$ cat src/rtl/sprite_quad_vertex_gen_unit_macros.svh
// Assertion helpers for the sprite quad vertex generator.
// Each macro expects clk and rst_n in scope.
`ifndef SPRITE_QUAD_VERTEX_GEN_UNIT_MACROS_SVH
`define SPRITE_QUAD_VERTEX_GEN_UNIT_MACROS_SVH

// Same-cycle implication
`define SQVG_ASSERT_NOW(lbl, ante, cons) \
  lbl: assert property (@(posedge clk) disable iff (!rst_n) (ante) |-> (cons)) \
    else $error("sqvg: same-cycle check failed");

// Next-cycle implication
`define SQVG_ASSERT_NEXT(lbl, ante, cons) \
  lbl: assert property (@(posedge clk) disable iff (!rst_n) (ante) |=> (cons)) \
    else $error("sqvg: next-cycle check failed");

`endif

$ cat src/rtl/sqvg_pkg.sv
package sqvg_pkg;

  // Stream word widths
  localparam int IN_TDATA_W  = 104;
  localparam int OUT_TDATA_W = 64;

  // Corner sequencing: six corners, index 0..5
  localparam int          CORNER_W    = 3;
  localparam logic [2:0]  LAST_CORNER = 3'd5;

  // Per-corner template bits, bit j belongs to corner j
  localparam logic [5:0] CORNER_PX = 6'b011100;
  localparam logic [5:0] CORNER_PY = 6'b001101;
  localparam logic [5:0] CORNER_U  = 6'b011100;
  localparam logic [5:0] CORNER_V  = 6'b110010;

  // Fixed-point ones
  localparam int POS_ONE = 4096;
  localparam int TEX_ONE = 16384;

  typedef struct packed {
    logic signed [15:0] pos_x;
    logic signed [15:0] pos_y;
    logic signed [15:0] off_p;
    logic signed [15:0] off_q;
    logic        [15:0] scale;
    logic        [9:0]  angle;
    logic        [5:0]  tile;
    logic               hflip;
    logic               vflip;
    logic               last_sprite;
  } sprite_t;

  // One corner of a sprite, handed from the sequencer to the transform pipe
  typedef struct packed {
    sprite_t                spr;
    logic [CORNER_W-1:0]    corner;
  } corner_word_t;

  // Sequencer status
  typedef struct packed {
    logic                busy;
    logic [CORNER_W-1:0] corner;
  } seq_stat_t;

  typedef struct packed {
    logic signed [15:0] vert_x;
    logic signed [15:0] vert_y;
    logic        [14:0] tex_u;
    logic        [14:0] tex_v;
    logic               quad_last;
    logic               frame_end;
  } vertex_t;

  // Quarter-wave sine in Q1.14: odd degree-9 polynomial, Horner in Q30, t in Q16.
  // Used only to build constant tables at elaboration.
  function automatic logic [14:0] quarter_sine(input int unsigned k, input int unsigned qw_bits);
    longint unsigned t;
    longint unsigned t2;
    longint unsigned acc;
    longint unsigned r;
    t   = (longint'(k) << 16) >> qw_bits;
    t2  = (t * t) >> 16;
    acc = 64'd172272;
    acc = 64'd5026995    - ((acc * t2) >> 16);
    acc = 64'd85569306   - ((acc * t2) >> 16);
    acc = 64'd693598669  - ((acc * t2) >> 16);
    acc = 64'd1686629713 - ((acc * t2) >> 16);
    r   = (((acc * t) >> 16) + 64'd32768) >> 16;
    if (r > 64'd16384) r = 64'd16384;
    return 15'(r);
  endfunction

endpackage

$ cat src/rtl/sqvg_seq.sv
module sqvg_seq (
  input  logic                  clk,
  input  logic                  rst_n,
  input  logic                  in_valid,
  output logic                  in_ready,
  input  sqvg_pkg::sprite_t     in_spr,
  output logic                  cw_valid,
  input  logic                  cw_ready,
  output sqvg_pkg::corner_word_t cw,
  output sqvg_pkg::seq_stat_t   stat
);
  import sqvg_pkg::*;

  logic                busy_r, busy_nxt;
  logic [CORNER_W-1:0] corner_r, corner_nxt;
  sprite_t             spr_r, spr_nxt;
  logic                at_last;
  logic                dn_acc;
  logic                in_acc;

  // Corner counter: one corner word per cycle while cw_ready is high, next sprite taken on the last corner
  always_comb begin
    at_last    = (corner_r == LAST_CORNER);
    dn_acc     = busy_r && cw_ready;
    in_ready   = !busy_r || (at_last && cw_ready);
    in_acc     = in_valid && in_ready;
    busy_nxt   = busy_r;
    corner_nxt = corner_r;
    spr_nxt    = spr_r;
    if (dn_acc) begin
      if (at_last) begin
        busy_nxt   = 1'b0;
        corner_nxt = '0;
      end else begin
        corner_nxt = corner_r + CORNER_W'(1);
      end
    end
    if (in_acc) begin
      busy_nxt   = 1'b1;
      corner_nxt = '0;
      spr_nxt    = in_spr;
    end
  end

  always_ff @(posedge clk) begin
    if (!rst_n) begin
      busy_r   <= 1'b0;
      corner_r <= '0;
    end else begin
      busy_r   <= busy_nxt;
      corner_r <= corner_nxt;
    end
  end

  always_ff @(posedge clk) begin
    spr_r <= spr_nxt;
  end

  assign cw_valid    = busy_r;
  assign cw.spr      = spr_r;
  assign cw.corner   = corner_r;
  assign stat.busy   = busy_r;
  assign stat.corner = corner_r;

endmodule

$ cat config.mk
export PLATFORM = sky130hd
export DESIGN_NAME = sqvg_seq
export DESIGN_NICKNAME = d
export VERILOG_FILES = /design/src/rtl/sprite_quad_vertex_gen_unit_macros.svh /design/src/rtl/sqvg_pkg.sv /design/src/rtl/sqvg_seq.sv
export SDC_FILE = /design/constraint.sdc
export NUM_CORES = 1
export LEC_CHECK = 0
export BUFFER_PORTS_ARGS = -buffer_cell sky130_fd_sc_hd__buf_2
export CAP_MARGIN = 20
export CORE_UTILIZATION = 44
export CTS_CLUSTER_DIAMETER = 150
export DETAILED_ROUTE_END_ITERATION = 6
export PLACE_DENSITY = 0.9
export SLEW_MARGIN = 20
export SYNTH_ARGS = -nofsm -noshare
export SYNTH_HDL_FRONTEND = slang
export SYNTH_SLANG_ARGS = --single-unit
$ cat constraint.sdc
create_clock -name clk -period 7.9 [get_ports clk]
set_input_delay 1.58 -clock clk [delete_from_list [all_inputs] [get_ports clk]]
set_output_delay 1.58 -clock clk [all_outputs]
set_load 0.02 [all_outputs]
======== Word level (Yosys, flattened, before mapping) ========
Cells that the tools add are included.
operators by class
  add/subtract/negate cells ............... 1
  equality and inequality tests ........... 1
  multiplexer cells ....................... 4
  bitwise logic cells ..................... 1
  reduce and logical (&&, ||, !) cells .... 9
operators by type and width
  operator               count
  $reduce_bool A2 Y1     2
  $add A3 B1 Y3 const B  1
  $eq A3 B3 Y1 const B   1
  $logic_and A1 B1 Y1    3
  $mux W1                3
  $mux W3                1
  $reduce_and A2 Y1      1
  $reduce_or A2 Y1       1
  $logic_not A1 Y1       1
  $logic_or A1 B1 Y1     1
  $not A1 Y1             1
word-level totals
  bits in registers ....................... 103
  bits of input ports ..................... 103
  output and inout bits ................... 108
  logic and storage cells ................. 28

======== Longest topological paths before layout ========
Gate-level depths: netlist of the first run.
  depth after elaboration ................. 6
  depth in mapped cells ................... 4
  gate-level depth less buffers ........... 3

======== Worst setup path after synthesis of the first run ========
OpenSTA, ideal clock, no wires.
  kind .................................... input -> register
  from .................................... input port cw_ready
  to ...................................... register spr_r (netlist bit cw[100]), enable pin
  data arrival time ....................... 4,652 ps
  setup slack ............................. 2,779 ps
  stages on the path ...................... 3
  buffers on the path ..................... 0
  cell sequence ........................... nand2_1 o21ai_0 and2_1
between the ends
  cells in the longest elaborated chain, start to end .. 3
ends and longest elaborated chain
  what                    RTL line        source
  start: declaration      sqvg_seq.sv:8   input logic cw_ready,
  $logic_and A1 B1 Y1     sqvg_seq.sv:25  in_ready = !busy_r || (at_last && cw_ready);
  $logic_or A1 B1 Y1      sqvg_seq.sv:25
  net in_ready            sqvg_seq.sv:5   output logic in_ready,
  $logic_and A1 B1 Y1     sqvg_seq.sv:26  in_acc = in_valid && in_ready;
  end signal: assignment  sqvg_seq.sv:56  spr_r <= spr_nxt;
  end: declaration        sqvg_seq.sv:16  sprite_t spr_r, spr_nxt;
The timed path passes the listed nets, and every way through them passes these cells.
A chain may end at the register's enable or synchronous reset.

======== Final worst setup path of the first run ========
  from .................................... input port cw_ready
  to ...................................... output port in_ready
between the ends
  cells in the longest elaborated chain, start to end .. 2
ends and longest elaborated chain
  what                 RTL line
  $logic_and A1 B1 Y1  sqvg_seq.sv:25
  $logic_or A1 B1 Y1   sqvg_seq.sv:25
  end: declaration     sqvg_seq.sv:5
No other way between the ends.

==> results of run 1 <==
[per-stage QoR]
step           power [uW]  instance area, um2  instances
2_1_floorplan       708.0                3206        126
5_1_grt              1135                4572        444
4_1_cts              1107                4572        444
3_3_place_gp        757.1                4352        428
3_5_place_dp        761.3                4352        428
6_report             1096                4572        444
[tightest hold or removal path: stages (launching register included)]
cell	delay, ns
dfxtp_1	0.36
nand3_1	0.10
o31ai_1	0.06
[cell type report]
class / count / area share, %
Inverter: 1 / 0.08210
Clock buffer: 10 / 2.791
Clock inverter: 6 / 2.025
Timing Repair Buffer: 211 / 23.15
Tap cell: 96 / 2.627
Sequential cell: 103 / 66.78
Multi-Input combinational cell: 17 / 2.545
[per-layer routing]
metal,track usage [%],up-vias
met3,6.066,14
met4,7.750,0
met1,17.62,941
li1,-,930
met2,31.39,126
met5,0,-
[state kept, by name, indices dropped and copies added (netlist names)]
signal and flops:
corner_r 3, cw_valid 1, cw 99
[where the power goes]
part           internal (uW)  switching [uW]
Sequential               633            7.86
Combinational           38.0            67.9
Clock                    181             168
Total                    853             243
[final timing paths]
check	startpoint	endpoint	cells after the start	slack [ns]
max	cw_ready	in_ready	4	3.99
min	corner_r[1]	corner_r[2]	2	0.57
max reg2reg	corner_r[0]	cw[21]	4	5.39
min reg2reg	corner_r[1]	corner_r[2]	2	0.57
[kinds of logic after synthesis]
kind of cell,after synthesis,share of synthesized area (%)
DFF,103,95.24
and+or+nand+nor,9,1.796
AOI/OAI and AO/OA,7,1.483
buffers and inverters,6,1.210
xor gates and xnor gates,1,0.2733
[cells in the final DEF (no fill, tap or decap), types with 2 or more instances in the layout]
cell       instances
buf_2            210
bufinv_16          2
clkbuf_8           9
dfxtp_1            4
edfxtp_1          99
nand3_1            2
nor3b_1            2
==> flow_summary.yaml, run 1 <==
placed_design:
  io_buffers: 210
  place_ws_ns: 4.014
  gp_congestion: 0.6744
  dp_hpwl_um: 5190
power_and_ir_drop:
  vdd_drop_max_mv: 0.1188
  power.density_mw_per_mm2: 239.7
  static-leakage-power_uw: 0.001958
clock_network:
  cts_tree: "done"
  cts-root-buf: "clkbuf_8"
  htree_num_levels: 3
  numClockSinks: 103
  cts.repair.resized: 0
  cts_buffers: 9
  holdBufCountCts: 0
  path_clk_slew_ns: 0.09
  postCtsSetupBuffers: 0
  cts_buffer_depth: 2
  clock_latency_ns: 0.34
routing:
  via_count: 2011
  wl_met3_um: 639
  routed_wl_um: 6675
  drt_iter0_markers: 101
  avgRoutedWirePerCell_um: 15.03
  drcViolationCount: 0
  dr.max_layer_used: "met4"
  wl_met1_um: 2261
  drt_pass1_iterations: 4
  via_per_inst: 4.529
  wl_met2_um: 3603
  ant_nets: 0
synthesis:
  synth_common_cells: "99 x edfxtp_1, 4 x buf_4, 4 x dfxtp_1"
  yosysMostFrequentCell: "edfxtp_1"
  synth_top_area_share_pct: 92.74
  synth_top_cell_by_area: "edfxtp_1"
  synth_ff_type: "edfxtp_1"
  synth_cells: 126
  ys_seq_area_share_pct: 95.24
  async_flop_share_pct: 0
  synthDistinctLibCells: 20
  yosys-top-cells-area: "edfxtp_1 93%, dfxtp_1 2.5%, buf_4 0.94%"
  avgSynthCellArea_um2: 25.44
  synth-seq-cells: 103
  synth.net_count: 229
  synthesis.area_mm2: 0.003206
  yosysWarnings: 0
  synth_edf_count: 99
critical_path:
  worst_setup_path_start_kind: "primary input"
  cp-end-kind: "output pin"
  critPathArrivalTime_ns: 2.33
  crit_slowest_cell: "o21ai_0"
  critPathMaxFanout: 4
  critPathMaxStageDelay_ns: 0.31
  path_delay_family: "buffers and inverters"
  path_buf_inv: 2
  cp.required_ns: 6.32
  crit_chain: "buf_2, nand2_1, o21ai_0, buf_2"
  path_class: "in2out"
  cp_common_cell: "buf_2"
timing:
  setup_tns_ns: 0
  slew-limit-headroom_pct: 54.08
  slew_viol_final: 0
  fin_skew_ns: 0.006861
  fmax_mhz: 256.0
  finalSetupViolations: 0
  rsz0062_at_grt: "no"
  hold_violations: 0
  worstMarginPinSlew_ns: 0.6887
  holdWs_ns: 0.5661
  period_needed_ns: 3.906
  fin_crit_sh_pct: 49.45
  final.setup.worst_slack_ns: 3.994
global_route:
  grt_pass1_wl_um: 9439
  grt_usage_pct: 17.21
  gr-total-overflow: 0
  grt_pass1_vias: 1988
  antenna_found_initial: 0
  grt_max_degree: 59
cells_and_area:
  area_growth_pct: 42.62
  seq_area_mm2: 0.003053
  multiInputGateArea_um2: 116.4
  drive_gt1_share_pct: 65.23
  n_antenna_cell: 0
  postLayoutCoreUtil_pct: 66.20
  fillCellCount: 531
  nNetsFinal: 446
min_path:
  hold_class: "reg2reg"
flow_run:
  max-cap-violations: 0
floorplan:
  rows: 30
  start_util_pct: 46.41
  core-area_mm2: 0.006907
  die_h_um: 87.36
  die_area_mm2: 0.007631
  die_w_um: 87.36
  io_pins: 211
status:
  status: "complete, no violations"
Power figures use the tool's default switching activity.
==> run 2, diff against run 1 <==
--- a/config.mk
+++ b/config.mk
@@ -7,10 +7,10 @@
 export LEC_CHECK = 0
 export BUFFER_PORTS_ARGS = -buffer_cell sky130_fd_sc_hd__buf_2
 export CAP_MARGIN = 20
-export CORE_UTILIZATION = 44
+export CORE_UTILIZATION = 37
 export CTS_CLUSTER_DIAMETER = 150
 export DETAILED_ROUTE_END_ITERATION = 6
-export PLACE_DENSITY = 0.9
+export PLACE_DENSITY = 0.82
 export SLEW_MARGIN = 20
 export SYNTH_ARGS = -nofsm -noshare
 export SYNTH_HDL_FRONTEND = slang
==> constraint.sdc (replaced) <==
create_clock -name clk -period 3.55 [get_ports clk]
set_input_delay 0.71 -clock clk [delete_from_list [all_inputs] [get_ports clk]]
set_output_delay 0.71 -clock clk [all_outputs]
set_load 0.02 [all_outputs]
==> run 2 against run 1 <==
  * Clock skew grew 0.0017 ns
  * Largest power group unchanged
  * Power grew 110%
  * Worst hold slack lost 0.041 ns
  * Cell count grew 2.3%
  * Sequential share of layout area grew 0.11 points
  * Global-route usage shrank 2.9 points
  * Die area grew 18%
  * Sequential cell count is the same
  * Critical path depth shrank 1
  * Combinational power grew 130%
  * Utilization shrank 11 points
  * Clock power grew 94%
==> flow_summary.yaml, run 2 (synthesized netlist as in run 1, its figures left out) <==
routing:
  routed_wl_um: 7040
  via_count: 1999
  ant_nets: 0
  via_per_inst: 4.403
  avgRoutedWirePerCell_um: 15.51
  drt_pass1_iterations: 4
  drt_iter0_markers: 67
  drcViolationCount: 0
critical_path:
  cp-end-kind: "output pin"
  critPathMaxStageDelay_ns: 0.43
  worstRegToRegCells: 4
  critPathMaxFanout: 6
  critPathArrivalTime_ns: 1.47
  cp.required_ns: 2.84
  path_buf_inv: 1
  crit_chain: "nand2_1, o21ai_0, buf_2"
  path_class: "reg2out"
  reg2reg_to: "cw[96]"
  rr_startpoint: "corner_r[0]"
  crit_slowest_cell: "dfxtp_1"
  worst_setup_path_start_kind: "register"
  r2r_slack_ns: 1.46
  path_delay_family: "flip-flops"
cells_and_area:
  drive_gt1_share_pct: 65.33
  nNetsFinal: 447
  fillCellCount: 705
  final_area_mm2: 0.004564
  postLayoutCoreUtil_pct: 55.00
  final_common_cell: "buf_2"
  n_antenna_cell: 0
  largest_reg_flops: 99
  most-common-layout-cells: "210 x buf_2, 99 x edfxtp_1, 9 x clkbuf_8"
  area_growth_pct: 42.39
min_path:
  whs_path_depth: 1
  hold_class: "in2reg"
  hp-start: "in_spr[89]"
  whs_endpoint: "cw[92]"
floorplan:
  die_h_um: 95.08
  die_area_mm2: 0.009040
  io_pins: 211
  die_w_um: 95.08
  rows: 33
  start_util_pct: 38.63
  core-area_mm2: 0.008299
clock_network:
  cts.repair.resized: 0
  postCtsSetupBuffers: 0
  cts_tree: "done"
  cts_buffer_depth: 2
  numClockSinks: 103
  path_clk_slew_ns: 0.10
  holdBufCountCts: 0
  cts_buffers: 9
  clock_latency_ns: 0.35
  htree_num_levels: 3
  cts-root-buf: "clkbuf_8"
global_route:
  grt_max_degree: 47
  grt_pass1_wl_um: 9273
  antenna_found_initial: 0
  grt_usage_pct: 14.35
  grt_pass1_vias: 1824
  gr-total-overflow: 0
power_and_ir_drop:
  p_total_uw: 2344
  vdd_drop_max_mv: 0.2838
  static-leakage-power_uw: 0.001941
  power.density_mw_per_mm2: 513.5
timing:
  setup_tns_ns: 0
  holdWs_ns: 0.5248
  rsz0062_at_grt: "no"
  slew_viol_final: 0
  worstMarginPinSlew_ns: 0.3941
  slew-limit-headroom_pct: 73.73
  fin_skew_ns: 0.008548
  hold_violations: 0
  fmax_mhz: 459.3
  finalSetupViolations: 0
  period_needed_ns: 2.177
  fin_crit_sh_pct: 61.33
placed_design:
  gp_congestion: 0.7241
  placed_cell_area_mm2: 0.004383
  dp_hpwl_um: 5352
  io_buffers: 210
status:
  status: "complete, no violations"
flow_run:
  max-cap-violations: 0
-- run 2: layout make-up --
type	count	area (um2)	share of cell area, %
sequential	103	3053	66.89
timing repair buffer	212	1079	23.63
tap	105	131.4	2.878
clock buffer	9	123.9	2.714
multi-input combinational	17	116.4	2.549
clock inverter	7	57.56	1.261
inverter	1	3.754	0.08224
-- run 2: worst max-delay path by stage --
| stage | slack [ns] | depth (start not counted) | from | to |
|---|---|---|---|---|
| finish | 1.37 | 3 | corner_r[0] | in_ready |
| CTS | 1.36 | 3 | corner_r[0] | in_ready |
| global route | 1.27 | 3 | corner_r[0] | in_ready |
| global placement | 1.20 | 5 | cw_ready | cw[51] |
| detailed placement | 1.09 | 5 | cw_ready | cw[6] |
| floorplan | 0.36 | 3 | cw_ready | cw[100] |
-- run 2: power breakdown --
part / switching, uW / total [uW] / leakage (uW) / internal, uW
clock: 412 / 676 / 0.0000829 / 264
sequential: 17.5 / 1430 / 0.000976 / 1410
combinational: 154 / 242 / 0.000883 / 87.6
-- run 2: routing by layer --
metal / share of wire (%) / track usage, %
met3: 9.8 / 5.901
met5: 0 / 0
met4: 1.0 / 4.040
met2: 50 / 24.64
met1: 39 / 16.41
-- run 2: metrics by stage --
stage,setup WS [ns],std cells
2_1_floorplan,0.3567,126
3_3_place_gp,1.200,438
3_5_place_dp,1.093,438
4_1_cts,1.361,454
5_1_grt,1.271,454
6_report,1.373,454
